## config.mk

```make
export PLATFORM = sky130hd
export DESIGN_NAME = multi_mode_checksum_crc16_engine
export DESIGN_NICKNAME = d
export VERILOG_FILES = /design/src/mmcc_pkg.sv /design/src/mmcc_csr.sv /design/src/mmcc_alu.sv /design/src/multi_mode_checksum_crc16_engine.sv
export VERILOG_INCLUDE_DIRS = /design/src /design/src/src
export SDC_FILE = /design/constraint.sdc
export NUM_CORES = 1
export LEC_CHECK = 0
export ABC_AREA = 0
export BUFFER_PORTS_ARGS = -buffer_cell sky130_fd_sc_hd__buf_4
export CORE_UTILIZATION = 59
export DETAILED_ROUTE_END_ITERATION = 8
export PLACE_DENSITY_LB_ADDON = 0.15
export SLEW_MARGIN = 20
export SYNTH_ARGS = -nofsm -noshare
export SYNTH_HDL_FRONTEND = slang
export SYNTH_SLANG_ARGS = --single-unit
```

## constraint.sdc

```tcl
create_clock -name clock -period 4.1 [get_ports clock]
set_clock_uncertainty 0.05 [all_clocks]
set_input_delay 0 -clock clock [delete_from_list [all_inputs] [get_ports clock]]
set_output_delay 0 -clock clock [all_outputs]
set_load 0.02 [all_outputs]
```

## src/multi_mode_checksum_crc16_engine_defines.svh

```systemverilog
// assertion helpers for the multi-mode check engine
`ifndef MULTI_MODE_CHECKSUM_CRC16_ENGINE_DEFINES_SVH
`define MULTI_MODE_CHECKSUM_CRC16_ENGINE_DEFINES_SVH

// same-cycle implication, disabled during reset
`define MMCC_ASSERT_NOW(label, ante, cons) \
   label: assert property (@(posedge clock) disable iff (reset) (ante) |-> (cons)) \
      else $error("check engine assertion failed");

// next-cycle implication, disabled during reset
`define MMCC_ASSERT_NEXT(label, ante, cons) \
   label: assert property (@(posedge clock) disable iff (reset) (ante) |=> (cons)) \
      else $error("check engine assertion failed");

`endif

```

## src/mmcc_pkg.sv

```systemverilog
`default_nettype none

package mmcc_pkg;

   localparam int DataWidth  = 8;
   localparam int CheckWidth = 32;
   localparam int CrcWidth   = 16;
   localparam int ModeWidth  = 3;
   localparam int ShiftWidth = 8;
   localparam int CsrIdxWidth  = 2;
   localparam int CsrDataWidth = 16;

   // check_mode codes
   localparam logic [ModeWidth-1:0] MODE_SUM8  = 3'd0;
   localparam logic [ModeWidth-1:0] MODE_SUM16 = 3'd1;
   localparam logic [ModeWidth-1:0] MODE_SUM32 = 3'd2;
   localparam logic [ModeWidth-1:0] MODE_RCRC  = 3'd3;
   localparam logic [ModeWidth-1:0] MODE_CCITT = 3'd4;

   // register indexes
   localparam logic [CsrIdxWidth-1:0] CSR_CHECK_MODE = 2'd0;
   localparam logic [CsrIdxWidth-1:0] CSR_CRC_POLY   = 2'd1;
   localparam logic [CsrIdxWidth-1:0] CSR_SHIFTS     = 2'd2;

   localparam logic [ModeWidth-1:0]  RESET_MODE   = MODE_RCRC;
   localparam logic [CrcWidth-1:0]   RESET_POLY   = 16'hA001;
   localparam logic [ShiftWidth-1:0] RESET_SHIFTS = 8'd8;
   localparam logic [CheckWidth-1:0] CCITT_START  = 32'h0000_FFFF;

   typedef struct packed {
      logic [ModeWidth-1:0]  mode;
      logic [CrcWidth-1:0]   poly;
      logic [ShiftWidth-1:0] shifts;
   } cfg_type;

   typedef enum logic [2:0] {
      ALU_SUM8,
      ALU_SUM16,
      ALU_SUM32,
      ALU_XOR16,
      ALU_SHIFT,
      ALU_CCITT,
      ALU_PASS
   } alu_op_type;

   typedef enum logic [1:0] {
      ST_IDLE,
      ST_SHIFT,
      ST_FINISH
   } state_type;

endpackage

`default_nettype wire

```

## src/mmcc_csr.sv

```systemverilog
`default_nettype none

module mmcc_csr import mmcc_pkg::*; (
   input  wire logic                    clock,
   input  wire logic                    reset,
   input  wire logic                    csr_valid,
   input  wire logic [CsrIdxWidth-1:0]  csr_index,
   input  wire logic [CsrDataWidth-1:0] csr_data,
   output cfg_type                      cfg
);

   cfg_type cfg_ff;
   cfg_type cfg_in;

   always_comb begin
      cfg_in = cfg_ff;
      if (csr_valid) begin
         case (csr_index)
            CSR_CHECK_MODE: cfg_in.mode   = csr_data[ModeWidth-1:0];
            CSR_CRC_POLY:   cfg_in.poly   = csr_data[CrcWidth-1:0];
            CSR_SHIFTS:     cfg_in.shifts = csr_data[ShiftWidth-1:0];
            default:        cfg_in = cfg_ff;
         endcase
      end
   end

   always_ff @(posedge clock) begin
      if (reset) begin
         cfg_ff.mode   <= RESET_MODE;
         cfg_ff.poly   <= RESET_POLY;
         cfg_ff.shifts <= RESET_SHIFTS;
      end else begin
         cfg_ff <= cfg_in;
      end
   end

   assign cfg = cfg_ff;

endmodule

`default_nettype wire

```

## src/mmcc_alu.sv

```systemverilog
`default_nettype none

module mmcc_alu import mmcc_pkg::*; (
   input  alu_op_type                 op,
   input  wire logic [CheckWidth-1:0] base,
   input  wire logic [DataWidth-1:0]  data_byte,
   input  wire logic [CrcWidth-1:0]   poly,
   output logic      [CheckWidth-1:0] result
);

   logic [DataWidth-1:0] x0;
   logic [DataWidth-1:0] x1;
   logic [CrcWidth-1:0]  shifted;
   logic [CrcWidth-1:0]  ccitt;
   logic [DataWidth-1:0] sum8;
   logic [CrcWidth-1:0]  sum16;

   always_comb begin
      // single step of the reflected crc
      shifted = {1'b0, base[CrcWidth-1:1]} ^ (base[0] ? poly : '0);

      // table-free ccitt byte update
      x0    = base[CrcWidth-1:DataWidth] ^ data_byte;
      x1    = x0 ^ {4'b0, x0[7:4]};
      ccitt = {base[DataWidth-1:0], 8'b0} ^ {x1[3:0], 12'b0}
            ^ {3'b0, x1, 5'b0} ^ {8'b0, x1};

      sum8  = base[DataWidth-1:0] + data_byte;
      sum16 = base[CrcWidth-1:0] + {8'b0, data_byte};

      case (op)
         ALU_SUM8:  result = {24'b0, sum8};
         ALU_SUM16: result = {16'b0, sum16};
         ALU_SUM32: result = base + {24'b0, data_byte};
         ALU_XOR16: result = {16'b0, base[CrcWidth-1:0] ^ {8'b0, data_byte}};
         ALU_SHIFT: result = {16'b0, shifted};
         ALU_CCITT: result = {16'b0, ccitt};
         ALU_PASS:  result = base;
         default:   result = base;
      endcase
   end

endmodule

`default_nettype wire

```

## src/multi_mode_checksum_crc16_engine.sv

```systemverilog
`default_nettype none

// Multi-mode message check engine. Message bytes come in one transaction
// at a time on the req_ channel, each with a first mark (restart the check
// value: 0, or 0xFFFF in ccitt mode) and a last mark (deliver the finished
// value on the rsp_ channel, narrower checks zero-extended to 32 bits). check_mode picks an
// 8/16/32-bit wrapping byte sum, a reflected crc16 that shifts right
// shifts_per_byte times per byte with crc_polynomial, or the ccitt crc16;
// codes 5..7 just hold the value. One shared step unit applies the byte
// on the accept cycle, then in reflected crc mode runs one crc shift per
// cycle, shifts_per_byte times, then a finish step hands a last byte's
// value to the output register. req_ready is low while a byte is in
// flight. A finished value waiting on rsp_ready does not hold off the
// next byte; when that byte is also a last byte, the engine waits in its
// finish cycle until the output register frees, and req_ready stays low
// meanwhile. Registers are written at csr_index 0 (check_mode),
// 1 (crc_polynomial), 2 (shifts_per_byte); the user must write them only
// while the engine is idle, the block itself does not enforce it;
// csr_ready is always high.

`include "multi_mode_checksum_crc16_engine_defines.svh"

module multi_mode_checksum_crc16_engine import mmcc_pkg::*; (
   input  wire logic                    clock,
   input  wire logic                    reset,
   // byte input
   input  wire logic                    req_valid,
   output logic                         req_ready,
   input  wire logic [DataWidth-1:0]    req_data_byte,
   input  wire logic                    req_first_byte,
   input  wire logic                    req_last_byte,
   // result output
   output logic                         rsp_valid,
   input  wire logic                    rsp_ready,
   output logic      [CheckWidth-1:0]   rsp_check_value,
   // register writes
   input  wire logic                    csr_valid,
   output logic                         csr_ready,
   input  wire logic [CsrIdxWidth-1:0]  csr_index,
   input  wire logic [CsrDataWidth-1:0] csr_data
);

   cfg_type cfg;

   state_type             state_ff, state_in;
   logic [ShiftWidth-1:0] count_ff, count_in;
   logic [CheckWidth-1:0] running_ff, running_in;
   logic                  last_ff, last_in;
   logic                  rsp_valid_ff, rsp_valid_in;
   logic [CheckWidth-1:0] rsp_value_ff, rsp_value_in;

   alu_op_type            alu_op;
   logic [CheckWidth-1:0] alu_base;
   logic [CheckWidth-1:0] alu_result;
   logic [CheckWidth-1:0] restart_base;
   logic                  req_accept;
   logic                  slot_free;

   // register file, always ready
   assign csr_ready = 1'b1;

   mmcc_csr u_csr (
      .clock     (clock),
      .reset     (reset),
      .csr_valid (csr_valid),
      .csr_index (csr_index),
      .csr_data  (csr_data),
      .cfg       (cfg)
   );

   // shared step unit
   mmcc_alu u_alu (
      .op        (alu_op),
      .base      (alu_base),
      .data_byte (req_data_byte),
      .poly      (cfg.poly),
      .result    (alu_result)
   );

   assign req_ready  = (state_ff == ST_IDLE);
   assign req_accept = req_valid && req_ready;
   // output register can take a new value this cycle
   assign slot_free  = !rsp_valid_ff || rsp_ready;

   // restart value applies only when the first mark is set
   always_comb begin
      if (req_first_byte) begin
         restart_base = (cfg.mode == MODE_CCITT) ? CCITT_START : '0;
      end else begin
         restart_base = running_ff;
      end
   end

   // sequencer: next state, step unit control, register updates
   always_comb begin
      state_in     = state_ff;
      count_in     = count_ff;
      running_in   = running_ff;
      last_in      = last_ff;
      rsp_valid_in = rsp_valid_ff && !rsp_ready;
      rsp_value_in = rsp_value_ff;
      alu_op       = ALU_PASS;
      alu_base     = restart_base;

      case (state_ff)
         ST_IDLE: begin
            case (cfg.mode)
               MODE_SUM8:  alu_op = ALU_SUM8;
               MODE_SUM16: alu_op = ALU_SUM16;
               MODE_SUM32: alu_op = ALU_SUM32;
               MODE_RCRC:  alu_op = ALU_XOR16;
               MODE_CCITT: alu_op = ALU_CCITT;
               default:    alu_op = ALU_PASS;
            endcase
            if (req_accept) begin
               running_in = alu_result;
               last_in    = req_last_byte;
               count_in   = cfg.shifts;
               // reflected crc with a nonzero shift count runs the shift loop
               if (cfg.mode == MODE_RCRC && cfg.shifts != '0) begin
                  state_in = ST_SHIFT;
               end else begin
                  state_in = ST_FINISH;
               end
            end
         end
         ST_SHIFT: begin
            alu_op     = ALU_SHIFT;
            alu_base   = running_ff;
            running_in = alu_result;
            count_in   = count_ff - 8'd1;
            if (count_ff == 8'd1) begin
               state_in = ST_FINISH;
            end
         end
         ST_FINISH: begin
            alu_base = running_ff;
            if (!last_ff) begin
               state_in = ST_IDLE;
            end else if (slot_free) begin
               // hand the finished value to the output register
               rsp_valid_in = 1'b1;
               rsp_value_in = running_ff;
               state_in     = ST_IDLE;
            end
         end
         default: begin
            state_in = ST_IDLE;
         end
      endcase
   end

   always_ff @(posedge clock) begin
      if (reset) begin
         state_ff     <= ST_IDLE;
         count_ff     <= '0;
         running_ff   <= '0;
         last_ff      <= 1'b0;
         rsp_valid_ff <= 1'b0;
      end else begin
         state_ff     <= state_in;
         count_ff     <= count_in;
         running_ff   <= running_in;
         last_ff      <= last_in;
         rsp_valid_ff <= rsp_valid_in;
      end
   end

   // result payload needs no reset
   always_ff @(posedge clock) begin
      rsp_value_ff <= rsp_value_in;
   end

   assign rsp_valid       = rsp_valid_ff;
   assign rsp_check_value = rsp_value_ff;

   // shift loop never runs with an exhausted count
   `MMCC_ASSERT_NOW(a_shift_count_live, state_ff == ST_SHIFT, count_ff != '0)

   // count steps down by one per shift cycle
   `MMCC_ASSERT_NOW(a_shift_count_step,
      state_ff == ST_SHIFT && $past(state_ff) == ST_SHIFT,
      count_ff == $past(count_ff) - 8'd1)

   // an accepted byte always keeps the engine busy the next cycle
   `MMCC_ASSERT_NEXT(a_busy_after_accept, req_accept, !req_ready)

   // a new result only comes from the finish step of a last byte
   `MMCC_ASSERT_NOW(a_result_source, $rose(rsp_valid_ff),
      $past(state_ff) == ST_FINISH && $past(last_ff))

endmodule

`default_nettype wire

```

Word level (Yosys, flattened, before mapping)
Index checks and enable logic that the tools add are counted.
{"block": "classes", "n_reduce_logical": 20, "bitwise": 7, "n_eq_ne": 17, "mux": 20, "addsub": 4}
{"cell": "32-bit one-hot mux with 6 select lines", "n": 1}
{"cell": "32-bit 2-to-1 mux", "n": 3}
{"cell": "32-bit one-hot mux with 2 select lines", "n": 1}
{"cell": "32-bit by 8-bit adder with 32-bit output", "n": 1}
{"cell": "16-bit 2-to-1 mux", "n": 2}
{"cell": "16-bit by 8-bit bitwise XOR with 16-bit output", "n": 2}
{"cell": "16-bit by 8-bit adder with 16-bit output", "n": 1}
{"cell": "8-bit one-hot mux with 2 select lines", "n": 1}
{"cell": "15-bit by 16-bit bitwise XOR with 16-bit output", "n": 1}
{"cell": "16-bit by 13-bit bitwise XOR with 16-bit output", "n": 1}
{"cell": "16-bit bitwise XOR", "n": 1}
{"cell": "3-bit one-hot mux with 5 select lines", "n": 1}
{"cell": "3-bit by 2-bit equality test with 1-bit output (second input constant)", "n": 4}
{"cell": "2-bit 2-to-1 mux", "n": 5}
{"cell": "2-bit AND reduction", "n": 5}
{"cell": "3-bit equality test (second input constant)", "n": 3}
{"cell": "8-bit adder", "n": 1}
{"cell": "8-bit by 1-bit equality test with 1-bit output (second input constant)", "n": 1}
{"cell": "8-bit 2-to-1 mux", "n": 1}
{"cell": "8-bit nonzero test", "n": 1}
{"cell": "8-bit by 1-bit subtractor with 8-bit output (second input constant)", "n": 1}
{"cell": "8-bit by 4-bit bitwise XOR with 8-bit output", "n": 1}
{"cell": "8-bit bitwise XOR", "n": 1}
{"cell": "3-bit by 1-bit equality test with 1-bit output (second input constant)", "n": 2}
{"cell": "16 further kinds", "n": 26}
{"block": "totals", "elab_cells": 77, "out_inout_bits": 35, "inputBits": 33, "reg_bits": 103}

Depth between registers and ports, before layout
Gate-level depths: netlist of the first run.
{"block": "logic_depth", "depth_word": 12, "mapped_depth": 15, "depth_no_buf": 13}

Modules after synthesis
Synthesis of the first run repeated with hierarchy kept, for this count alone.
{"block": "hier_totals", "cells_unflattened": 789, "hier_area_um2": 6556.3}
{"mod": "multi_mode_checksum_crc16_engine", "seq_area_each_um2": 1841.8, "n_inst": 1, "area_each_um2": 3170.5, "cells_each": 332}
{"mod": "mmcc_alu", "seq_area_each_um2": 0.0, "n_inst": 1, "area_each_um2": 2235.9, "cells_each": 345}
{"mod": "mmcc_csr", "seq_area_each_um2": 540.5, "n_inst": 1, "area_each_um2": 1149.9, "cells_each": 112}

Worst setup path before layout of the first run
Ideal clock, no wire load.
{"block": "synth_timing", "kind": "register to register", "from": "reg state_ff[0]", "to": "reg running_ff[18]", "setup_ns": 0.062, "synth_period_minus_slack_ns": 3.461, "path_slack_ns": 0.639, "n_path_buf": 2, "arrival_ns": 3.349, "t_required_ns": 3.988, "stages_incl_launch_ff": 15, "path_cell_list": "dfxtp_1 > inv_1 > ha_1 > nand2b_1 > clkbuf_1 > clkbuf_1 > a21oi_1 > inv_1 > ha_1 > o211ai_1 > a22oi_1 > nand3_1 > a211o_1 > or4_1 > nand3_1"}
{"block": "synth_via", "elab_chain_cells": 7, "elab_cells_between_ends": 20, "cone_classes": "add/sub (1); eq/ne (8); mux (5); reduce/logical (6)"}
{"item": "start: declaration", "line_no": "multi_mode_checksum_crc16_engine.sv:45", "source": "state_type state_ff, state_in;"}
{"item": "start signal: assignment", "line_no": "multi_mode_checksum_crc16_engine.sv:161", "source": "state_ff <= state_in;"}
{"item": "2-bit equality test or 2-bit by 1-bit equality test with 1-bit output (tied branches)", "line_no": "multi_mode_checksum_crc16_engine.sv:105", "source": "case (state_ff)"}
{"item": "2-bit OR reduction (no source line)"}
{"item": "32-bit 2-to-1 mux", "line_no": "multi_mode_checksum_crc16_engine.sv:105"}
{"item": "32-bit by 8-bit adder with 32-bit output", "line_no": "mmcc_alu.sv:34", "source": "ALU_SUM32: result = base + {24'b0, data_byte};"}
{"item": "32-bit one-hot mux with 6 select lines", "line_no": "mmcc_alu.sv:31", "source": "case (op)"}
{"item": "32-bit 2-to-1 mux", "line_no": "multi_mode_checksum_crc16_engine.sv:115", "source": "if (req_accept) begin"}
{"item": "32-bit one-hot mux with 2 select lines", "line_no": "multi_mode_checksum_crc16_engine.sv:105"}
{"item": "end signal: assignment", "line_no": "multi_mode_checksum_crc16_engine.sv:163", "source": "running_ff <= running_in;"}
{"item": "end: declaration", "line_no": "multi_mode_checksum_crc16_engine.sv:47", "source": "logic [CheckWidth-1:0] running_ff, running_in;"}
Parallel ways exist; a longest one is shown, timed or not. The select of a mux whose other input is x is not followed.
A chain may end at the register's enable or synchronous reset.

Worst setup path after layout of the first run
Ends and elaborated chain as after synthesis.

==> reports/summary.txt, run 1 <==
Clock Latency Late Sink: 0.40 ns
Final setup violation count: 0
All-layer global routing usage: 36.63%
Syn Inst Count: 731
Initial antenna violation count: 0
Largest net degree at the start of global routing: 67
Most frequent cells after synthesis: nand2_1 (113), dfxtp_1 (71), nor2_1 (63)
Root buf cell: clkbuf_8
Clock Sinks: 103
I/O pins: 68
Critical path, cell by cell: inv_1 > ha_1 > nor2b_2 > mux2i_2 > ha_1 > fa_1 > nand3_1 > nand4b_1 > nand3_1 > a211o_1 > or4_1 > nand3_1
CP most frequent cell: nand3_1
CP Capture Type: flip-flop
Post-synthesis cell type count: 75
Top Family by Delay on Critical Path: simple AND/OR/NAND/NOR gates
Minimum clock period: 3.911 ns
Fin. max-slew vios: 0
Core area: 0.01028 mm²
Mapped Area: 0.006216 mm²
Critical path's slowest cell: or4_1
DR vias/cell: 6.578
WL per Instance: 20.97 µm
Final GP Congestion: 0.9771
Hold Path Class: input port to flip-flop
Antenna fix cells: 0
Vias in the first global route: 5861
CP Max Fanout: 11
Pin slew with the least headroom to its limit: 1.062 ns
Worst EP arrival: 4.20 ns
Post-route insts no fill: 940
Share of layout cells above drive strength 1: 15.05%
Relative slew slack: 28.94%
Placed Cells: 903
Syn Nets: 779
Clock Path Buffers: 2
Port Buf Inserts: 66
Die H: 104.6 µm
RSZ-0062 raised after global routing: no
Async set-reset flop share out of synthesis: 0%
Number of synthesized flops with an enable pin: 32
# Post-CTS Setup Buffers: 0
Critical path type: flip-flop to flip-flop
Max Fclk: 0.2557 GHz
Vias: 6183
H-Tree Level Count: 3
Synth Area per Inst: 8.503 µm²
Chip Width: 104.6 µm
CTS clock-pin slew for the worst setup and hold paths: 0.11 ns
Worst EP required: 4.39 ns
Most common cell in the synthesized netlist: nand2_1
CTS tree: done
Max incr delay on CP: 0.51 ns
VDD IR max: 353.3 µV
Top cell type's share of synthesized area: 22.87%
Starting Density: 60.48%
Max-Cap Viols: 0
Sequential share of the synthesized area: 38.33%
Remaining antenna violation count: 0
Critical path launch point type: flip-flop
Top cells by area, synth: dfxtp_1 (23%), edfxtp_1 (15%), nand2_1 (6.8%)
Power Dens Cells: 584.4 mW/mm²
Final WL: 19710 µm
CTS Buf Count: 9
Detailed placer's ending HPWL: 13950 µm
Global-route wire length before repair: 30930 µm
Row cnt: 37
Main flop type after synthesis: dfxtp_1
Run status: complete, no violations
DRC: 0
First-pass DRT Iterations: 5
Register bit count reported by yosys: 103
GR Overflow Total: 0
Warnings, synthesis: 0
Area Growth Syn to Fin: 16.43%
Area leader, netlist: dfxtp_1
Die area: 0.01095 mm²
Hold Vio Cnt, Final: 0
Setup TNS: 0 ns
PnR worst setup slack: 0.1889 ns
Worst slack, placed: 0.2533 ns
Buf/Inv on CP: 1
P_leak: 2.844 nW
Nets: 848
Tcrit/Tclk final: 95.39%
Initial DRC count: 612
## final timing paths
check | startpoint | to | slack, ns | cells after the start
max | state_ff[0] | running_ff[18] | 0.19 | 12
min | csr_index[1] | u_csr.cfg[26] | 0.04 | 4
max reg2reg | state_ff[0] | running_ff[18] | 0.19 | 12
min reg2reg | u_csr.cfg[9] | u_csr.cfg[9] | 0.43 | 2
## stage by stage
stage / util (%) / instance area (µm²) / hold WS, ns / power (W)
finish: 70.42 / 7237 / 0.03884 / 0.004229
global placement: 66.31 / 6815 / 0.1695 / 0.003438
detailed placement: 66.31 / 6815 / 0.1847 / 0.003458
global route: 70.42 / 7237 / 0.08218 / 0.004409
floorplan: - / 6216 / 0.06786 / 0.002839
CTS: 70.36 / 7231 / 0.01771 / 0.004130
## cell families (layout without fill, tap and decap cells)
family / after synthesis / after routing / synth area share [%]
compound gates: 190 / 190 / 21.12
xor+xnor: 51 / 51 / 7.186
fa+ha+maj: 15 / 15 / 3.140
buf+inv: 66 / 139 / 4.428
flops: 103 / 103 / 38.33
mux: 23 / 23 / 3.804
other cells: 1 / 1 / 0.06033
simple gates: 282 / 282 / 21.94
## power breakdown
part | switching, W | internal (W) | leakage (nW)
registers | 0.000241 | 0.00120 | 0.900
clock network | 0.000392 | 0.000279 | 0.104
logic | 0.00133 | 0.000792 | 1.84
total | 0.00196 | 0.00227 | 2.84
## per-layer routing
layer / track usage [%] / part of all wire (%)
met2: 56.67 / 45
met4: 18.71 / 4.2
met5: 0 / 0
met3: 7.923 / 11
met1: 48.23 / 40
## cell type report
cell class / instances / area, µm²
well taps: 136 / 170.2
flip-flops and latches: 103 / 2382
clock buffers: 11 / 162.7
multi-input cells: 562 / 3575
repair buffers: 105 / 843.3
inverters: 19 / 71.32
clock inverters: 4 / 32.53
fillers: 813 / 3040
## worst min-delay path: stages
cell and delay [ns]:
buf_4 0.10, nor3b_1 0.10, a21oi_1 0.20, nor2_1 0.05
## sequential cells by signal, summed over array words and instances (netlist names)
signal           count
count_ff             8
last_ff              1
rsp_check_value     32
rsp_valid            1
running_ff          32
state_ff             2
u_csr.cfg           27
## timing repair
action	in CTS	in global routing
hold buffers	22	0
resized for setup	0	2
endpoints found under the hold margin	29	0
endpoints found under the setup margin	0	3
## placed cells by master, fill, tap and decap left out, types with 7 or more instances in the layout
| cell | Yosys | layout |
|---|---|---|
| nand4_1 | 9 | 9 |
| xnor2_1 | 30 | 30 |
| dfxtp_1 | 71 | 71 |
| nor4_1 | 9 | 9 |
| nor2_1 | 63 | 63 |
| nor3_1 | 9 | 9 |
| mux2i_1 | 18 | 17 |
| a21oi_1 | 57 | 57 |
| xor2_1 | 21 | 21 |
| a211o_1 | 7 | 7 |
| dlygate4sd3_1 | 0 | 22 |
| a211oi_1 | 10 | 10 |
| o22ai_1 | 10 | 10 |
| inv_1 | 18 | 18 |
| nand3_1 | 24 | 24 |
| ha_1 | 14 | 14 |
| nand2_1 | 113 | 113 |
| a221oi_1 | 8 | 8 |
| nand3b_1 | 10 | 10 |
| o211ai_1 | 10 | 10 |
| edfxtp_1 | 32 | 32 |
| o21ai_0 | 24 | 24 |
| buf_4 | 1 | 83 |
| clkbuf_8 | 0 | 10 |
Note: power is estimated with default switching activity, not from simulation.
==> inputs of run 2 (changes only) <==
- CORE_UTILIZATION: 59 -> 60
- clock period: 4.1 -> 4.5 ns (I/O delays scaled with it)
==> reports/summary.txt, run 2 (synthesized netlist as in run 1, its figures left out) <==
Run status: complete, no violations
Global-route wire length before repair: 31190 µm
Initial DRC count: 716
Final GP Congestion: 0.9808
Die H: 103.8 µm
Worst EP arrival: 4.22 ns
Vias: 6256
Antenna fix cells: 0
Hold Path Class: input port to flip-flop
P_leak: 2.824 nW
CTS tree: done
Chip Width: 103.8 µm
FF-to-FF setup slack: 0.53 ns
Setup TNS: 0 ns
Nets: 845
CP Max Fanout: 14
Vias in the first global route: 5779
Clock Sinks: 103
VDD IR max: 439.5 µV
Fin. max-slew vios: 0
Root buf cell: clkbuf_8
Most frequent cells in the layout: nand2_1 (113), buf_4 (79), dfxtp_1 (71)
Port Buf Inserts: 66
Row cnt: 36
Pin slew with the least headroom to its limit: 1.052 ns
CP Capture Type: flip-flop
# Post-CTS Setup Buffers: 0
Core area: 0.009910 mm²
Pwr Total: 0.003868 W
CTS clock-pin slew for the worst setup and hold paths: 0.11 ns
Cell internal pwr: 0.002074 W
Clk pwr share: 15.9%
Remaining antenna violation count: 0
Most common cell after layout, fill and taps aside: nand2_1
CTS Buf Count: 9
Max Fclk: 0.2516 GHz
Hold slack: 0.02397 ns
Largest net degree at the start of global routing: 67
Power Dens Cells: 536.7 mW/mm²
Hold Vio Cnt, Final: 0
DRC: 0
Worst EP required: 4.75 ns
Share of layout cells above drive strength 1: 14.34%
Initial antenna violation count: 0
WL per Instance: 21.31 µm
Minimum clock period: 3.975 ns
All-layer global routing usage: 37.18%
Max-Cap Viols: 0
Clock Latency Late Sink: 0.40 ns
Clock Path Buffers: 2
H-Tree Level Count: 3
Seq pwr share: 33.7%
Area Growth Syn to Fin: 15.94%
Critical path launch point type: flip-flop
Fin area: 0.007207 mm²
GR Overflow Total: 0
Final setup violation count: 0
Critical path type: flip-flop to flip-flop
Sw Ratio: 46.39%
Final WL: 19920 µm
Die area: 0.01077 mm²
NetSw: 0.001795 W
Combinational power share: 50.4%
Relative slew slack: 29.90%
First-pass DRT Iterations: 5
Detailed placer's ending HPWL: 13840 µm
RSZ-0062 raised after global routing: no
Starting Density: 62.73%
Tcrit/Tclk final: 88.32%
I/O pins: 68
DR vias/cell: 6.691
Area post-placement: 0.006777 mm²
run 2: cell count changes in the layout (fill, tap and decap cells not counted), sizes merged:
cell	before	now
bufinv	0	1
clkbuf	11	9
inv	22	21
clkinv	1	3
dlygate4sd3	22	23
buf	83	79
clkinvlp	0	1
run 2: routing by layer:
layer,GRT usage (%),routed length [µm],up-vias
met3,8.055,2044,72
met4,16.53,693,0
met1,49.30,8066,2926
met2,58.34,9116,451
li1,-,-,2807
met5,0,0,-
run 2: power groups by stage:
stage	sequential, W	combinational [W]	clock [W]
3_3_place_gp	0.00130	0.00183	0
6_report	0.00130	0.00195	0.000615
5_1_grt	0.00131	0.00208	0.000646
4_1_cts	0.00128	0.00188	0.000612
2_1_floorplan	0.00121	0.00138	0
3_5_place_dp	0.00131	0.00185	0
run 2: final cells by class:
class	count	area (µm²)
inverter	19	71.32
tap	133	166.4
clock inverter	7	76.32
sequential	103	2382
fill	747	2703
multi-input combinational	562	3563
timing repair buffer	102	823.3
clock buffer	9	123.9
run 2: path summary, 6_finish.rpt:
path | start | endpoint | cells after the start
max | state_ff[0] | running_ff[24] | 13
min | req_data_byte[7] | running_ff[7] | 5
max reg2reg | state_ff[0] | running_ff[24] | 13
min reg2reg | count_ff[1] | count_ff[1] | 2
run 2: repair_timing:
item / CTS / global route
gates resized for setup: 0 / 0
endpoints found under the setup margin: 0 / 0
hold buffers: 23 / 0
hold endpoints to repair: 29 / 0
run 2: through the flow:
step / utilization, % / std cells / setup slack (ns)
5_1_grt: 72.73 / 935 / 0.2327
3_3_place_gp: 68.38 / 896 / 0.8225
2_1_floorplan: - / 731 / 1.039
3_5_place_dp: 68.38 / 896 / 0.6286
4_1_cts: 72.73 / 935 / 0.6018
6_report: 72.73 / 935 / 0.5254
run 2: worst max-delay path: stages, from the launching register on:
cell	delay [ns]
dfxtp_1	0.37
inv_1	0.08
ha_1	0.31
nand2b_1	0.44
nor2_1	0.20
a21oi_1	0.28
inv_1	0.11
ha_1	0.34
o211ai_1	0.10
a22oi_1	0.33
nand3_1	0.25
a211oi_2	0.59
a31oi_1	0.16
a211o_1	0.28
